`config.mk`:
```
export PLATFORM = sky130hd
export DESIGN_NAME = packed_pattern_event_decoder
export DESIGN_NICKNAME = d
export VERILOG_FILES = /design/src/hw/rtl/ppd_pkg.sv /design/src/hw/rtl/ppd_cfg_regs.sv /design/src/hw/rtl/ppd_parser.sv /design/src/hw/rtl/ppd_fx_remap.sv /design/src/hw/rtl/packed_pattern_event_decoder.sv
export SDC_FILE = /design/constraint.sdc
export NUM_CORES = 1
export LEC_CHECK = 0
export ABC_AREA = 1
export BUFFER_PORTS_ARGS = -buffer_cell sky130_fd_sc_hd__buf_2
export CAP_MARGIN = 10
export CORE_MARGIN = 5
export CORE_UTILIZATION = 40
export CTS_BUF_LIST = sky130_fd_sc_hd__clkbuf_4 sky130_fd_sc_hd__clkbuf_8
export CTS_CLUSTER_SIZE = 12
export DETAILED_ROUTE_END_ITERATION = 8
export PLACE_DENSITY = 0.64
export SYNTH_ARGS = -nofsm -noshare
export SYNTH_HDL_FRONTEND = slang
export SYNTH_SLANG_ARGS = --single-unit
```
`constraint.sdc`:
```
create_clock -name clk -period 5.3 [get_ports clk]
set_clock_uncertainty 0.1 [all_clocks]
set_input_delay 1.06 -clock clk [delete_from_list [all_inputs] [get_ports clk]]
set_output_delay 1.06 -clock clk [all_outputs]
set_load 0.01 [all_outputs]
```
`src/hw/rtl/ppd_pkg.sv`:
```
`default_nettype none
// ----------------------------------------------------------------------------
// Packed pattern event decoder package
// Shared types and constants: configuration bundle, event word, parser phases
// and the register map of the configuration port.
// ----------------------------------------------------------------------------
package ppd_pkg;

	// Number of optional fields that can follow a flag byte.
	localparam int unsigned NUM_FIELDS = 6;

	// Configuration port geometry.
	localparam int unsigned APB_ADDR_W = 5;
	localparam int unsigned APB_DATA_W = 32;

	// Register indexes (byte address divided by four).
	localparam logic [2:0] REG_CHANNEL_COUNT     = 3'd0;
	localparam logic [2:0] REG_KEY_OFF_CODE      = 3'd1;
	localparam logic [2:0] REG_REVERSE_CODE      = 3'd2;
	localparam logic [2:0] REG_EXTENDED_CODE     = 3'd3;
	localparam logic [2:0] REG_CUT_SUBCODE       = 3'd4;
	localparam logic [2:0] REG_TRACK_VOLUME_CODE = 3'd5;
	localparam logic [2:0] REG_BPM_CODE          = 3'd6;

	// Register reset values.
	localparam logic [6:0] RST_CHANNEL_COUNT     = 7'd4;
	localparam logic [7:0] RST_KEY_OFF_CODE      = 8'd129;
	localparam logic [7:0] RST_REVERSE_CODE      = 8'd144;
	localparam logic [7:0] RST_EXTENDED_CODE     = 8'd14;
	localparam logic [3:0] RST_CUT_SUBCODE       = 4'd12;
	localparam logic [7:0] RST_TRACK_VOLUME_CODE = 8'd128;
	localparam logic [7:0] RST_BPM_CODE          = 8'd135;

	// Stream encoding constants.
	localparam logic [7:0] KEY_OFF_BYTE   = 8'h1f;
	localparam logic [7:0] NOTE_BASE      = 8'd13;
	localparam logic [7:0] SEMITONES      = 8'd12;
	localparam logic [7:0] FX_EXT_CMD     = 8'h0e;
	localparam logic [7:0] FX_REAL_BPM    = 8'h1c;
	localparam logic [7:0] TRACK_ON_PARAM = 8'h40;

	// Sub-commands of the extended effect (parameter high nibble).
	localparam logic [3:0] EXT_REVERSE      = 4'h3;
	localparam logic [3:0] EXT_SOUND_OFF    = 4'h4;
	localparam logic [3:0] EXT_TRACK_VOLUME = 4'h5;

	// Input command codes.
	localparam logic CMD_START = 1'b0;
	localparam logic CMD_DATA  = 1'b1;

	typedef enum logic [2:0] {
		PH_CHANNEL    = 3'd0,
		PH_FLAGS      = 3'd1,
		PH_NOTE       = 3'd2,
		PH_INSTRUMENT = 3'd3,
		PH_FX1_TYPE   = 3'd4,
		PH_FX1_PARAM  = 3'd5,
		PH_FX2_TYPE   = 3'd6,
		PH_FX2_PARAM  = 3'd7
	} phase_t;

	typedef struct packed {
		logic [6:0] channel_count;
		logic [7:0] key_off_code;
		logic [7:0] reverse_code;
		logic [7:0] extended_code;
		logic [3:0] cut_subcode;
		logic [7:0] track_volume_code;
		logic [7:0] bpm_code;
	} cfg_t;

	typedef struct packed {
		logic [5:0]  channel;
		logic [15:0] row;
		logic [7:0]  note;
		logic [7:0]  instrument;
		logic [7:0]  fx1_type;
		logic [7:0]  fx1_param;
		logic [7:0]  fx2_type;
		logic [7:0]  fx2_param;
	} event_t;

endpackage
`default_nettype wire

```
`src/hw/rtl/ppd_cfg_regs.sv`:
```
`default_nettype none
// ----------------------------------------------------------------------------
// Configuration registers
// APB-style register file holding the decoder's code and channel settings.
// ----------------------------------------------------------------------------
module ppd_cfg_regs (
	input  logic                            clk,
	input  logic                            arst_n,
	input  logic                            psel,
	input  logic                            penable,
	input  logic                            pwrite,
	input  logic [ppd_pkg::APB_ADDR_W-1:0]  paddr,
	input  logic [ppd_pkg::APB_DATA_W-1:0]  pwdata,
	output logic [ppd_pkg::APB_DATA_W-1:0]  prdata,
	output ppd_pkg::cfg_t                   cfg
);
	import ppd_pkg::*;

	logic       wr_en;
	logic [2:0] reg_idx;
	cfg_t       cfg_q;

	assign wr_en   = psel && penable && pwrite;
	assign reg_idx = paddr[4:2];
	assign cfg     = cfg_q;

	always_ff @(posedge clk or negedge arst_n) begin
		if (!arst_n) begin
			cfg_q.channel_count     <= RST_CHANNEL_COUNT;
			cfg_q.key_off_code      <= RST_KEY_OFF_CODE;
			cfg_q.reverse_code      <= RST_REVERSE_CODE;
			cfg_q.extended_code     <= RST_EXTENDED_CODE;
			cfg_q.cut_subcode       <= RST_CUT_SUBCODE;
			cfg_q.track_volume_code <= RST_TRACK_VOLUME_CODE;
			cfg_q.bpm_code          <= RST_BPM_CODE;
		end else if (wr_en) begin
			unique case (reg_idx)
				REG_CHANNEL_COUNT:     cfg_q.channel_count     <= pwdata[6:0];
				REG_KEY_OFF_CODE:      cfg_q.key_off_code      <= pwdata[7:0];
				REG_REVERSE_CODE:      cfg_q.reverse_code      <= pwdata[7:0];
				REG_EXTENDED_CODE:     cfg_q.extended_code     <= pwdata[7:0];
				REG_CUT_SUBCODE:       cfg_q.cut_subcode       <= pwdata[3:0];
				REG_TRACK_VOLUME_CODE: cfg_q.track_volume_code <= pwdata[7:0];
				REG_BPM_CODE:          cfg_q.bpm_code          <= pwdata[7:0];
				default: ;
			endcase
		end
	end

	always_comb begin
		unique case (reg_idx)
			REG_CHANNEL_COUNT:     prdata = APB_DATA_W'(cfg_q.channel_count);
			REG_KEY_OFF_CODE:      prdata = APB_DATA_W'(cfg_q.key_off_code);
			REG_REVERSE_CODE:      prdata = APB_DATA_W'(cfg_q.reverse_code);
			REG_EXTENDED_CODE:     prdata = APB_DATA_W'(cfg_q.extended_code);
			REG_CUT_SUBCODE:       prdata = APB_DATA_W'(cfg_q.cut_subcode);
			REG_TRACK_VOLUME_CODE: prdata = APB_DATA_W'(cfg_q.track_volume_code);
			REG_BPM_CODE:          prdata = APB_DATA_W'(cfg_q.bpm_code);
			default:               prdata = '0;
		endcase
	end

endmodule
`default_nettype wire

```
`src/hw/rtl/ppd_parser.sv`:
```
`default_nettype none
// ----------------------------------------------------------------------------
// Pattern stream parser
// Walks the packed byte stream one word per step, tracks budget and row, and
// assembles the raw event fields before effect remapping.
// ----------------------------------------------------------------------------
module ppd_parser #(
	parameter int unsigned MAX_CHANNELS = 64
) (
	input  logic                clk,
	input  logic                arst_n,
	input  logic                step,
	input  logic                command,
	input  logic [7:0]          data_byte,
	input  logic [15:0]         pattern_rows,
	input  logic [30:0]         pattern_bytes,
	input  ppd_pkg::cfg_t       cfg,
	output logic                emit,
	output ppd_pkg::event_t     ev
);
	import ppd_pkg::*;

	localparam logic [2:0] FIELD_NONE = 3'(NUM_FIELDS);

	phase_t      phase_q, phase_d;
	logic [30:0] budget_q, budget_d, budget_dec;
	logic [15:0] row_q, row_d;
	logic [15:0] row_limit_q, row_limit_d;
	logic [7:0]  chan_q, chan_d;
	logic [5:0]  flags_q, flags_d, flags_eff;
	logic [7:0]  fields_q [NUM_FIELDS];
	logic [7:0]  fields_d [NUM_FIELDS];
	logic [2:0]  field_idx, search_from, nxt;
	logic [7:0]  note_val;
	logic        live, event_done, in_range;

	// Lowest selected field at or after the given position.
	function automatic logic [2:0] next_field(input logic [5:0] flags, input logic [2:0] from);
		logic [2:0] r;
		r = FIELD_NONE;
		for (int i = NUM_FIELDS - 1; i >= 0; i--) begin
			if (flags[i] && (3'(i) >= from)) begin
				r = 3'(i);
			end
		end
		return r;
	endfunction

	assign live        = (command == CMD_DATA) && (budget_q != '0);
	assign budget_dec  = budget_q - 31'd1;
	assign field_idx   = 3'(phase_q - PH_NOTE);
	assign flags_eff   = (phase_q == PH_FLAGS) ? data_byte[5:0] : flags_q;
	assign search_from = (phase_q == PH_FLAGS) ? 3'd0 : 3'(field_idx + 3'd1);
	assign nxt         = next_field(flags_eff, search_from);
	assign event_done  = (nxt == FIELD_NONE) || (budget_dec == '0);

	assign note_val = (data_byte == KEY_OFF_BYTE) ? cfg.key_off_code
		: 8'(NOTE_BASE + 8'({4'd0, data_byte[7:4]} * SEMITONES) + 8'({4'd0, data_byte[3:0]}));

	assign in_range = (chan_q < {1'b0, cfg.channel_count})
		&& (9'(chan_q) < 9'(MAX_CHANNELS))
		&& (row_q < row_limit_q);

	// Next phase.
	always_comb begin
		phase_d = phase_q;
		if (step) begin
			if (command == CMD_START) begin
				phase_d = PH_CHANNEL;
			end else if (live) begin
				unique case (phase_q)
					PH_CHANNEL: begin
						if ((data_byte != '0) && (budget_dec != '0)) begin
							phase_d = PH_FLAGS;
						end
					end
					default: begin
						phase_d = event_done ? PH_CHANNEL : phase_t'(3'(PH_NOTE) + nxt);
					end
				endcase
			end
		end
	end

	// Datapath updates and event output.
	always_comb begin
		budget_d    = budget_q;
		row_d       = row_q;
		row_limit_d = row_limit_q;
		chan_d      = chan_q;
		flags_d     = flags_q;
		fields_d    = fields_q;
		emit        = 1'b0;
		if (step) begin
			if (command == CMD_START) begin
				row_limit_d = pattern_rows;
				budget_d    = pattern_bytes;
				row_d       = '0;
				flags_d     = '0;
				for (int i = 0; i < NUM_FIELDS; i++) begin
					fields_d[i] = '0;
				end
			end else if (live) begin
				budget_d = budget_dec;
				if (phase_q == PH_CHANNEL) begin
					if (data_byte == '0) begin
						if (row_q != 16'hffff) begin
							row_d = row_q + 16'd1;
						end
					end else begin
						chan_d = data_byte - 8'd1;
					end
				end else begin
					if (phase_q == PH_FLAGS) begin
						flags_d = data_byte[5:0];
						for (int i = 0; i < NUM_FIELDS; i++) begin
							fields_d[i] = '0;
						end
					end else begin
						for (int i = 0; i < NUM_FIELDS; i++) begin
							if (field_idx == 3'(i)) begin
								fields_d[i] = (i == 0) ? note_val : data_byte;
							end
						end
					end
					emit = event_done && in_range;
				end
			end
		end
	end

	assign ev.channel    = chan_q[5:0];
	assign ev.row        = row_q;
	assign ev.note       = fields_d[0];
	assign ev.instrument = fields_d[1];
	assign ev.fx1_type   = fields_d[2];
	assign ev.fx1_param  = fields_d[3];
	assign ev.fx2_type   = fields_d[4];
	assign ev.fx2_param  = fields_d[5];

	always_ff @(posedge clk or negedge arst_n) begin
		if (!arst_n) begin
			phase_q     <= PH_CHANNEL;
			budget_q    <= '0;
			row_q       <= '0;
			row_limit_q <= '0;
			chan_q      <= '0;
			flags_q     <= '0;
			for (int i = 0; i < NUM_FIELDS; i++) begin
				fields_q[i] <= '0;
			end
		end else begin
			phase_q     <= phase_d;
			budget_q    <= budget_d;
			row_q       <= row_d;
			row_limit_q <= row_limit_d;
			chan_q      <= chan_d;
			flags_q     <= flags_d;
			fields_q    <= fields_d;
		end
	end

endmodule
`default_nettype wire

```
`src/hw/rtl/ppd_fx_remap.sv`:
```
`default_nettype none
// ----------------------------------------------------------------------------
// Effect remap
// Translates one effect type/parameter pair into the target effect codes.
// ----------------------------------------------------------------------------
module ppd_fx_remap (
	input  logic          note_present,
	input  logic [7:0]    in_type,
	input  logic [7:0]    in_param,
	input  ppd_pkg::cfg_t cfg,
	output logic [7:0]    out_type,
	output logic [7:0]    out_param
);
	import ppd_pkg::*;

	always_comb begin
		out_type  = in_type;
		out_param = in_param;
		if (in_type == FX_EXT_CMD) begin
			unique case (in_param[7:4])
				EXT_REVERSE: begin
					// Play-backward only makes sense when a note starts.
					out_type  = note_present ? cfg.reverse_code : 8'd0;
					out_param = note_present ? 8'd1 : 8'd0;
				end
				EXT_SOUND_OFF: begin
					out_type  = cfg.extended_code;
					out_param = {cfg.cut_subcode, 4'd0};
				end
				EXT_TRACK_VOLUME: begin
					out_type  = cfg.track_volume_code;
					out_param = (in_param != '0) ? TRACK_ON_PARAM : 8'd0;
				end
				default: ;
			endcase
		end else if (in_type == FX_REAL_BPM) begin
			out_type = cfg.bpm_code;
		end else if (in_type > FX_REAL_BPM) begin
			out_type  = 8'd0;
			out_param = 8'd0;
		end
	end

endmodule
`default_nettype wire

```
`src/hw/rtl/packed_pattern_event_decoder.sv`:
```
`default_nettype none
// ----------------------------------------------------------------------------
// Packed pattern event decoder
// Turns a byte-packed tracker pattern stream into note event words.
// ----------------------------------------------------------------------------
// The decoder takes one input word per clock cycle unless input is refused
// as said below. An accepted word sits in an input register, where the
// parser decodes it, updates the pattern state and remaps the effects in a
// single pass; an event goes to a result register that drives the output
// channel. Input is refused only while the result register holds an event
// that has not been taken and the input register holds a word waiting to
// be decoded, so a steady stream runs at one word per cycle whenever the
// output side keeps up.
// A start word loads the pattern's row count and byte budget and clears the
// row counter; data words then walk through channel, flag and field bytes.
// Events on a channel at or above channel_count or MAX_CHANNELS, or on a row
// at or above the pattern's row count, are dropped. The configuration port is
// APB-style with pready tied high; registers lie at byte offsets 0x00 to 0x18
// and should only be written while no word is in flight.
// ----------------------------------------------------------------------------
module packed_pattern_event_decoder #(
	parameter int unsigned MAX_CHANNELS = 64
) (
	input  logic                            clk,
	input  logic                            arst_n,
	// configuration port
	input  logic                            psel,
	input  logic                            penable,
	input  logic                            pwrite,
	input  logic [ppd_pkg::APB_ADDR_W-1:0]  paddr,
	input  logic [ppd_pkg::APB_DATA_W-1:0]  pwdata,
	output logic [ppd_pkg::APB_DATA_W-1:0]  prdata,
	output logic                            pready,
	// input words
	input  logic                            item_valid,
	output logic                            item_ready,
	input  logic                            command,
	input  logic [7:0]                      data_byte,
	input  logic [15:0]                     pattern_rows,
	input  logic [30:0]                     pattern_bytes,
	// event words
	output logic                            event_valid,
	input  logic                            event_ready,
	output logic [5:0]                      channel,
	output logic [15:0]                     row,
	output logic [7:0]                      note,
	output logic [7:0]                      instrument,
	output logic [7:0]                      fx1_type,
	output logic [7:0]                      fx1_param,
	output logic [7:0]                      fx2_type,
	output logic [7:0]                      fx2_param
);
	import ppd_pkg::*;

	cfg_t        cfg;
	event_t      raw_ev, map_ev, ev_s2;
	logic        emit;
	logic        advance;
	logic        valid_s1;
	logic        command_s1;
	logic [7:0]  data_byte_s1;
	logic [15:0] pattern_rows_s1;
	logic [30:0] pattern_bytes_s1;
	logic        event_valid_s2;

	assign pready = 1'b1;

	ppd_cfg_regs u_cfg (
		.clk    (clk),
		.arst_n (arst_n),
		.psel   (psel),
		.penable(penable),
		.pwrite (pwrite),
		.paddr  (paddr),
		.pwdata (pwdata),
		.prdata (prdata),
		.cfg    (cfg)
	);

	// The word in the input register is decoded once the result register is
	// free or being emptied this cycle; a new word enters then or if none waits.
	assign advance    = valid_s1 && (!event_valid_s2 || event_ready);
	assign item_ready = !valid_s1 || advance;

	always_ff @(posedge clk or negedge arst_n) begin
		if (!arst_n) begin
			valid_s1 <= 1'b0;
		end else if (item_valid && item_ready) begin
			valid_s1 <= 1'b1;
		end else if (advance) begin
			valid_s1 <= 1'b0;
		end
	end

	// Payload of the input register needs no reset.
	always_ff @(posedge clk) begin
		if (item_valid && item_ready) begin
			command_s1       <= command;
			data_byte_s1     <= data_byte;
			pattern_rows_s1  <= pattern_rows;
			pattern_bytes_s1 <= pattern_bytes;
		end
	end

	ppd_parser #(
		.MAX_CHANNELS(MAX_CHANNELS)
	) u_parser (
		.clk          (clk),
		.arst_n       (arst_n),
		.step         (advance),
		.command      (command_s1),
		.data_byte    (data_byte_s1),
		.pattern_rows (pattern_rows_s1),
		.pattern_bytes(pattern_bytes_s1),
		.cfg          (cfg),
		.emit         (emit),
		.ev           (raw_ev)
	);

	// Both effect pairs are remapped in parallel; the note decides whether a
	// play-backward command survives.
	ppd_fx_remap u_fx1 (
		.note_present(raw_ev.note != '0),
		.in_type     (raw_ev.fx1_type),
		.in_param    (raw_ev.fx1_param),
		.cfg         (cfg),
		.out_type    (map_ev.fx1_type),
		.out_param   (map_ev.fx1_param)
	);

	ppd_fx_remap u_fx2 (
		.note_present(raw_ev.note != '0),
		.in_type     (raw_ev.fx2_type),
		.in_param    (raw_ev.fx2_param),
		.cfg         (cfg),
		.out_type    (map_ev.fx2_type),
		.out_param   (map_ev.fx2_param)
	);

	assign map_ev.channel    = raw_ev.channel;
	assign map_ev.row        = raw_ev.row;
	assign map_ev.note       = raw_ev.note;
	assign map_ev.instrument = raw_ev.instrument;

	// Result register: holds an event until the consumer takes it.
	always_ff @(posedge clk or negedge arst_n) begin
		if (!arst_n) begin
			event_valid_s2 <= 1'b0;
		end else if (advance && emit) begin
			event_valid_s2 <= 1'b1;
		end else if (event_ready) begin
			event_valid_s2 <= 1'b0;
		end
	end

	always_ff @(posedge clk) begin
		if (advance && emit) begin
			ev_s2 <= map_ev;
		end
	end

	assign event_valid = event_valid_s2;
	assign channel     = ev_s2.channel;
	assign row         = ev_s2.row;
	assign note        = ev_s2.note;
	assign instrument  = ev_s2.instrument;
	assign fx1_type    = ev_s2.fx1_type;
	assign fx1_param   = ev_s2.fx1_param;
	assign fx2_type    = ev_s2.fx2_type;
	assign fx2_param   = ev_s2.fx2_param;

endmodule
`default_nettype wire

```
==> results.md, run 1 <==
- Die Width: 214 um
- Crit path max fanout: 18
- Total grt overflow: 0
- Syn Inst Count: 1936
- Final Wtd Congestion: 0.927
- Primary FF master, synth: dfrtp_1
- CTS tree: done
- Crit path max-delay cell type: ha_1
- Hpwl dp: 33400 um
- Setup crit end kind: flip-flop
- Hold crit path type: input port to asynchronous set/reset pin
- Synthesized area: 16600 um2
- Setup crit start kind: flip-flop
- Largest net degree at the start of global routing: 109
- NetSw: 0.00252 W
- TritonRoute pass-1 iters: 6
- Post-CTS Setup Repair Bufs: 0
- CP required: 5.55 ns
- CP top delay family: simple AND/OR/NAND/NOR gates
- I/O pins: 205
- Global-route wire length before repair: 72800 um
- RSZ-0062 raised after global routing: no
- Clock Pin Slew Worst Setup and Hold Paths: 0.06 ns
- Max-slew headroom: 35.6%
- Distinct cell type count after synthesis: 58
- Final setup fails: 0
- Status: complete, no violations
- Internal Dissipation: 0.00470 W
- Max Cap Viol: 0
- EDFF count, synth: 126
- # DRC: 0
- Max-slew violation count: 0
- Initial antenna violation count: 0
- DRT iter0 DRCs: 941
- Final antenna-violating net count: 0
- Post-cts gate resize count: 0
- Clock sink total: 307
- Crit-path cells: clkinv_1 > ha_1 > inv_1 > ha_1 > inv_1 > ha_1 > xnor2_1 > nor2_1 > nor2_1 > nand3_1 > nand3_1 > nor2_1 > nor2_1 > nand2_1 > nor2_1 > nand3_2 > nand2_1 > nand2_1 > nand2_1 > nand2_1
- Global Route met2 Usage: 31.3%
- Power per cell area: 379 nW/um2
- Mean post-synth cell area: 8.60 um2
- Worst skew pair latency: 0.65 ns
- Period utilization: 81.2%
- Commonest non-fill, non-tap cell in the layout: nand2_1
- Share of layout cells above drive strength 1: 19.4%
- # rows: 74
- Leakage power: 8.75 nW
- Num CTS Buffers: 54
- Area Growth Syn to Fin: 14.3%
- Maximum clock frequency: 232 MHz
- Ys async rst share: 59.0%
- Vias in the first global route: 13600
- Buffers & Inverters on Critical Path: 3
- Vias: 13700
- Met3 Use GR: 4.26%
- Die Y: 214 um
- Sw Share: 34.9%
- Total Power: 0.00722 W
- H-tree levels: 2
- Final hold viol count: 0
- GRT Max-Usage Layer: met2
- CTS Buffer Depth: 3
- Flops & latches, synth: 307
- Port bufs: 153
- Highest-count cells in the layout ignoring fill and taps: nand2_1, inv_1, nor2_1
- Synth warnings: 0
- Clock power frac: 32.1%
- Crit-path max cell delay: 0.46 ns
- CTS Root Cell: clkbuf_8
- Starting density of the core: 40.6%
- Sequential element share of the synthesized area: 50.0%
- Ant. Diodes: 0
- Core box area: 41000 um2
- WL/cell: 16.9 um
- Fin nets: 2266
- Post-DR vias/cell: 5.08
- WS Path Type: flip-flop to flip-flop
- Die outline area: 45800 um2
- Hold_buf cts: 0
- GR met1 Demand/Resource: 26.7%
- Tightest Pin Transition: 0.962 ns
- CP arrival: 4.55 ns
- Seq pwr share: 43.0%
- Overall Global Routing Usage: 19.5%
- Final Critical Period: 4.31 ns
- Detailed Route WL: 45400 um
- Worst IR Drop VDD: 0.000186 V
- Combinational Power Share: 24.9%
- Setup TNS: 0 ns
area by class of cell:
class                   count  area (um2)
fillers                  3945       22000
flip-flops and latches    307        8330
multi-input cells        1336        7040
inverters                 252         970
clock buffers              76         940
repair buffers            166         882
well taps                 532         666
clock inverters            25         200
through the flow:
step | cells | hold slack, ns | utilization, % | instance area (um2) | setup WS, ns
CTS | 2694 | 0.306 | 46.4 | 19000 | 1.05
floorplan | 1959 | 0.325 | - | 16700 | 1.34
finish | 2694 | 0.323 | 46.4 | 19000 | 0.994
global route | 2694 | 0.359 | 46.4 | 19000 | 0.744
global placement | 2593 | 0.335 | 43.6 | 17900 | 1.18
detailed placement | 2593 | 0.341 | 43.6 | 17900 | 1.08
final timing paths:
path / slack [ns] / to / start / depth (start not counted)
setup / recovery: 0.99 / fx1_param[0] / data_byte_s1[5] / 20
hold / removal: 0.32 / u_parser.budget_q[9] / arst_n / 1
setup reg to reg: 0.99 / fx1_param[0] / data_byte_s1[5] / 20
hold reg to reg: 0.35 / u_parser.row_limit_q[12] / pattern_rows_s1[12] / 2
max in group asynchronous: 3.69 / u_parser.fields_q[0] / arst_n / 2
min in group clk: 0.35 / u_parser.row_limit_q[12] / pattern_rows_s1[12] / 2
synthesized netlist by cell type (4+ instances only):
master | number | share of area [%]
dfstp_2 | 15 | 2.4
nand2_4 | 16 | 1.1
nor2_1 | 177 | 4.0
edfxtp_1 | 126 | 23
o22ai_1 | 23 | 0.86
a31oi_1 | 4 | 0.15
inv_2 | 28 | 0.63
nand3_1 | 148 | 4.4
nand3_2 | 16 | 0.96
ha_1 | 48 | 3.6
a211oi_1 | 6 | 0.27
nand4_1 | 20 | 0.75
nor2_4 | 11 | 0.74
buf_6 | 4 | 0.27
nand2_1 | 470 | 11
clkbuf_1 | 25 | 0.56
nand2_2 | 25 | 0.94
nor2_8 | 4 | 0.48
a21oi_1 | 43 | 1.3
xor2_1 | 24 | 1.3
inv_1 | 213 | 4.8
o21ai_0 | 164 | 4.9
o21a_1 | 5 | 0.23
dfrtp_1 | 166 | 25
o21ai_1 | 7 | 0.21
nand3_4 | 5 | 0.53
buf_4 | 28 | 1.3
nor3_1 | 19 | 0.57
a221oi_1 | 6 | 0.32
o211ai_1 | 14 | 0.63
clkinv_1 | 5 | 0.11
nor2_2 | 23 | 0.86
power groups by stage:
stage          clock network [W]  logic (W)  registers, W
2_1_floorplan                  0    0.00132       0.00307
4_1_cts                  0.00238    0.00180       0.00310
5_1_grt                  0.00249    0.00205       0.00314
6_report                 0.00232    0.00180       0.00310
3_3_place_gp                   0    0.00175       0.00313
3_5_place_dp                   0    0.00179       0.00314
logic make-up after synthesis:
group	count (synthesis)	synth area share [%]
simple gates	942	26.4
xor+xnor	27	1.42
flops	307	50.0
compound gates	293	10.1
buf+inv	316	8.20
other cells	2	0.0451
fa+ha+maj	49	3.73
state kept, by name (all words and copies together) (netlist names), 16 cells and up:
| signal | cells |
|---|---|
| pattern_rows_s1 | 16 |
| u_parser.row_q | 16 |
| u_parser.row_limit_q | 16 |
| u_parser.budget_q | 31 |
| u_cfg.cfg | 51 |
| pattern_bytes_s1 | 31 |
| u_parser.fields_q | 48 |
| row | 16 |
per-layer routing:
layer	up-vias	routed length [um]
met4	0	1150
li1	6689	-
met1	6503	20300
met2	415	20900
met3	75	3100
met5	-	0
worst register-to-register path: cells and delay by family, from the launching register on:
kind	cells	cell delay, ns
XOR/XNOR	1	0.19
AND/OR/NAND/NOR	13	1.74
flip-flops	1	0.42
adder cells (fa/ha/maj)	3	1.06
buffers and inverters	3	0.51
Power figures use the tool's default switching activity.
==> run 2, diff against run 1 <==
--- a/config.mk
+++ b/config.mk
@@ -13,7 +13,7 @@
 export CTS_BUF_LIST = sky130_fd_sc_hd__clkbuf_4 sky130_fd_sc_hd__clkbuf_8
 export CTS_CLUSTER_SIZE = 12
 export DETAILED_ROUTE_END_ITERATION = 8
-export PLACE_DENSITY = 0.64
+export PLACE_DENSITY = 0.66
 export SYNTH_ARGS = -nofsm -noshare
 export SYNTH_HDL_FRONTEND = slang
 export SYNTH_SLANG_ARGS = --single-unit
==> constraint.sdc (replaced) <==
create_clock -name clk -period 3.46 [get_ports clk]
set_clock_uncertainty 0.1 [all_clocks]
set_input_delay 0.692 -clock clk [delete_from_list [all_inputs] [get_ports clk]]
set_output_delay 0.692 -clock clk [all_outputs]
set_load 0.01 [all_outputs]
==> run 2 against run 1 <==
Cell count increased by 1.4%; clock-buffer cell count up 8; total power rose by 55%; via count grew 0.72%; critical path type unchanged; critical endpoint is now fx1_type[3].
==> results.md, run 2 (synthesis results as in run 1) <==
- Vias: 13800 (+0.72%)
- H-tree levels: 2 (unchanged)
- CP arrival: 3.59 ns (-0.96 ns)
- Fillers: 3892 (-1.3%)
- Total grt overflow: 0 (unchanged)
- Hold crit path type: input port to flip-flop
- Setup TNS: 0 ns (unchanged)
- TritonRoute pass-1 iters: 5 (-1)
- Die outline area: 45800 um2 (unchanged)
- Fin nets: 2305 (+1.7%)
- GR met1 Demand/Resource: 26.5% (-0.23 points)
- Crit-path max cell delay: 0.46 ns (about the same)
- Max Cap Viol: 0 (unchanged)
- Crit-path cells: inv_2 > ha_4 > inv_1 > ha_4 > inv_2 > ha_4 > xnor2_2 > nor2_1 > nor2_1 > nand3_1 > nand3_1 > nor2_1 > nor2_1 > nand2_1 > nor2_2 > nand3_4 > clkbuf_16 > nand3_1 > nand2_1 > nand2_1 > nand2_1
- Num CTS Buffers: 54 (unchanged)
- Clock Pin Slew Worst Setup and Hold Paths: 0.06 ns (about the same)
- Placed instance count: 2619 (+1.0%)
- CTS Buffer Depth: 3 (unchanged)
- RSZ-0062 raised after global routing: yes
- Power per cell area: 568 nW/um2 (+50%)
- Final antenna-violating net count: 0 (unchanged)
- Setup crit end kind: flip-flop
- # rows: 74 (unchanged)
- I/O pins: 205 (unchanged)
- WS Path Type: flip-flop to flip-flop
- Final worst setup slack: 0.158 ns (-0.836 ns)
- Share of layout cells above drive strength 1: 22.5% (+3.1 points)
- WHS: 0.107 ns (-0.216 ns)
- Starting density of the core: 40.6% (unchanged)
- Initial antenna violation count: 2 (+2)
- Status: complete, no violations
- # DRC: 0 (unchanged)
- Area Growth Syn to Fin: 18.0%
- Buffers & Inverters on Critical Path: 4 (+1)
- Global Route met2 Usage: 30.9% (-0.37 points)
- Vias in the first global route: 13500 (-1.0%)
- CTS Root Cell: clkbuf_8
- Clock sink total: 307 (unchanged)
- Commonest non-fill, non-tap cell in the layout: nand2_1
- Non-filler cells, final: 2733 (+1.4%)
- Leakage power: 8.99 nW (+2.8%)
- Die Width: 214 um (unchanged)
- Final hold viol count: 0 (unchanged)
- Ant. Diodes: 0 (unchanged)
- Overall Global Routing Usage: 19.2% (-0.25 points)
- Worst IR Drop VDD: 0.000273 V (+47%)
- CP required: 3.75 ns (-1.80 ns)
- Crit path max-delay cell type: edfxtp_1
- WL/cell: 16.7 um (-0.93%)
- Final Critical Period: 3.30 ns (-1.00 ns)
- Tightest Pin Transition: 0.759 ns (-0.204 ns)
- Worst skew pair latency: 0.66 ns (about the same)
- Total Power: 0.0112 W (+55%)
- Met3 Use GR: 3.83% (-0.44 points)
- DRT iter0 DRCs: 1057 (+12%)
- Maximum clock frequency: 303 MHz (+30%)
- CP top delay family: simple AND/OR/NAND/NOR gates
- Die Y: 214 um (unchanged)
- Period utilization: 95.4% (+14 points)
- Detailed Route WL: 45700 um (+0.50%)
- CTS tree: done
- Max reg flops: 51 (unchanged)
- Post-DR vias/cell: 5.04 (-0.72%)
- Port bufs: 153 (unchanged)
- Hpwl dp: 33700 um (+0.83%)
- Highest-count cells in the layout ignoring fill and taps: nand2_1, inv_1, nor2_1, dfrtp_1, o21ai_0
- Setup crit start kind: flip-flop
- Largest net degree at the start of global routing: 71 (-35%)
- Place WS: 0.0513 ns (-1.03 ns)
- Max-slew violation count: 0 (unchanged)
- Global-route wire length before repair: 72200 um (-0.86%)
- Final setup fails: 0 (unchanged)
- GRT Max-Usage Layer: met2
- Crit path max fanout: 9 (-9)
- Final Wtd Congestion: 0.917 (-1.1%)
- Core box area: 41000 um2 (unchanged)
- Max-slew headroom: 49.2% (+14 points)
-- run 2: cell count changes in the layout (fill, tap and decap cells not counted), sizes merged --
| cell | change |
|---|---|
| clkinv | -7 |
| clkbuf | +11 |
| dlygate4sd3 | +1 |
| buf | +35 |
| inv | +2 |
| bufinv | -3 |
-- run 2: report_power, final --
part / internal, W / total, W / leakage, nW / switching [W]
Sequential: 0.00435 / 0.00477 / 3.45 / 0.000417
Clock: 0.00191 / 0.00346 / 0.611 / 0.00155
Combinational: 0.000990 / 0.00293 / 4.92 / 0.00194
Total: 0.00725 / 0.0112 / 8.99 / 0.00391
-- run 2: cell type report --
| cell class | instances | area (um2) | share of cell area [%] |
|---|---|---|---|
| clock inverters | 17 | 105 | 0.535 |
| flip-flops and latches | 307 | 8330 | 42.4 |
| well taps | 532 | 666 | 3.39 |
| clock buffers | 84 | 1030 | 5.25 |
| repair buffers | 205 | 1310 | 6.68 |
| inverters | 252 | 980 | 4.99 |
| multi-input cells | 1336 | 7220 | 36.7 |
-- run 2: through the flow --
step | area (um2) | utilization, %
2_1_floorplan | 16700 | -
3_3_place_gp | 18100 | 44.2
3_5_place_dp | 18100 | 44.2
4_1_cts | 19300 | 47.0
5_1_grt | 19600 | 47.9
6_report | 19600 | 47.9
-- run 2: layer usage --
layer  vias to the layer above  part of all wire [%]
li1                       6786                     -
met1                      6523                    45
met2                       400                    46
met3                        67                   6.6
met4                         4                   2.4
met5                         -                 0.059
-- run 2: timing repair --
| action | CTS | global route |
|---|---|---|
| endpoints found under the setup margin | 22 | 92 |
| hold buffers | 1 | 0 |
| pin swaps | 0 | 13 |
| hold endpoints to repair | 68 | 0 |
| buffers inserted | 0 | 8 |
| cloned | 0 | 4 |
| resized for setup | 1 | 45 |
-- run 2: worst register-to-register path: cells and delay by family, from the launching register on --
family	cells	cell delay (ns)
and+or+nand+nor	13	1.19
adders and majority gates	3	0.80
DFF	1	0.46
buffers and inverters	4	0.37
xor gates and xnor gates	1	0.11
-- run 2: path summary, 6_finish.rpt --
path | startpoint | to | slack, ns | cells past startpoint
max in group asynchronous | arst_n | u_cfg.cfg[35] | 1.90 | 3
hold reg to reg | pattern_rows_s1[0] | u_parser.row_limit_q[0] | 0.35 | 2
setup / recovery | data_byte_s1[4] | fx1_type[3] | 0.16 | 21
min in group asynchronous | arst_n | u_parser.budget_q[10] | 0.52 | 2
hold / removal | pattern_bytes[26] | pattern_bytes_s1[26] | 0.11 | 1
setup reg to reg | data_byte_s1[4] | fx1_type[3] | 0.16 | 21
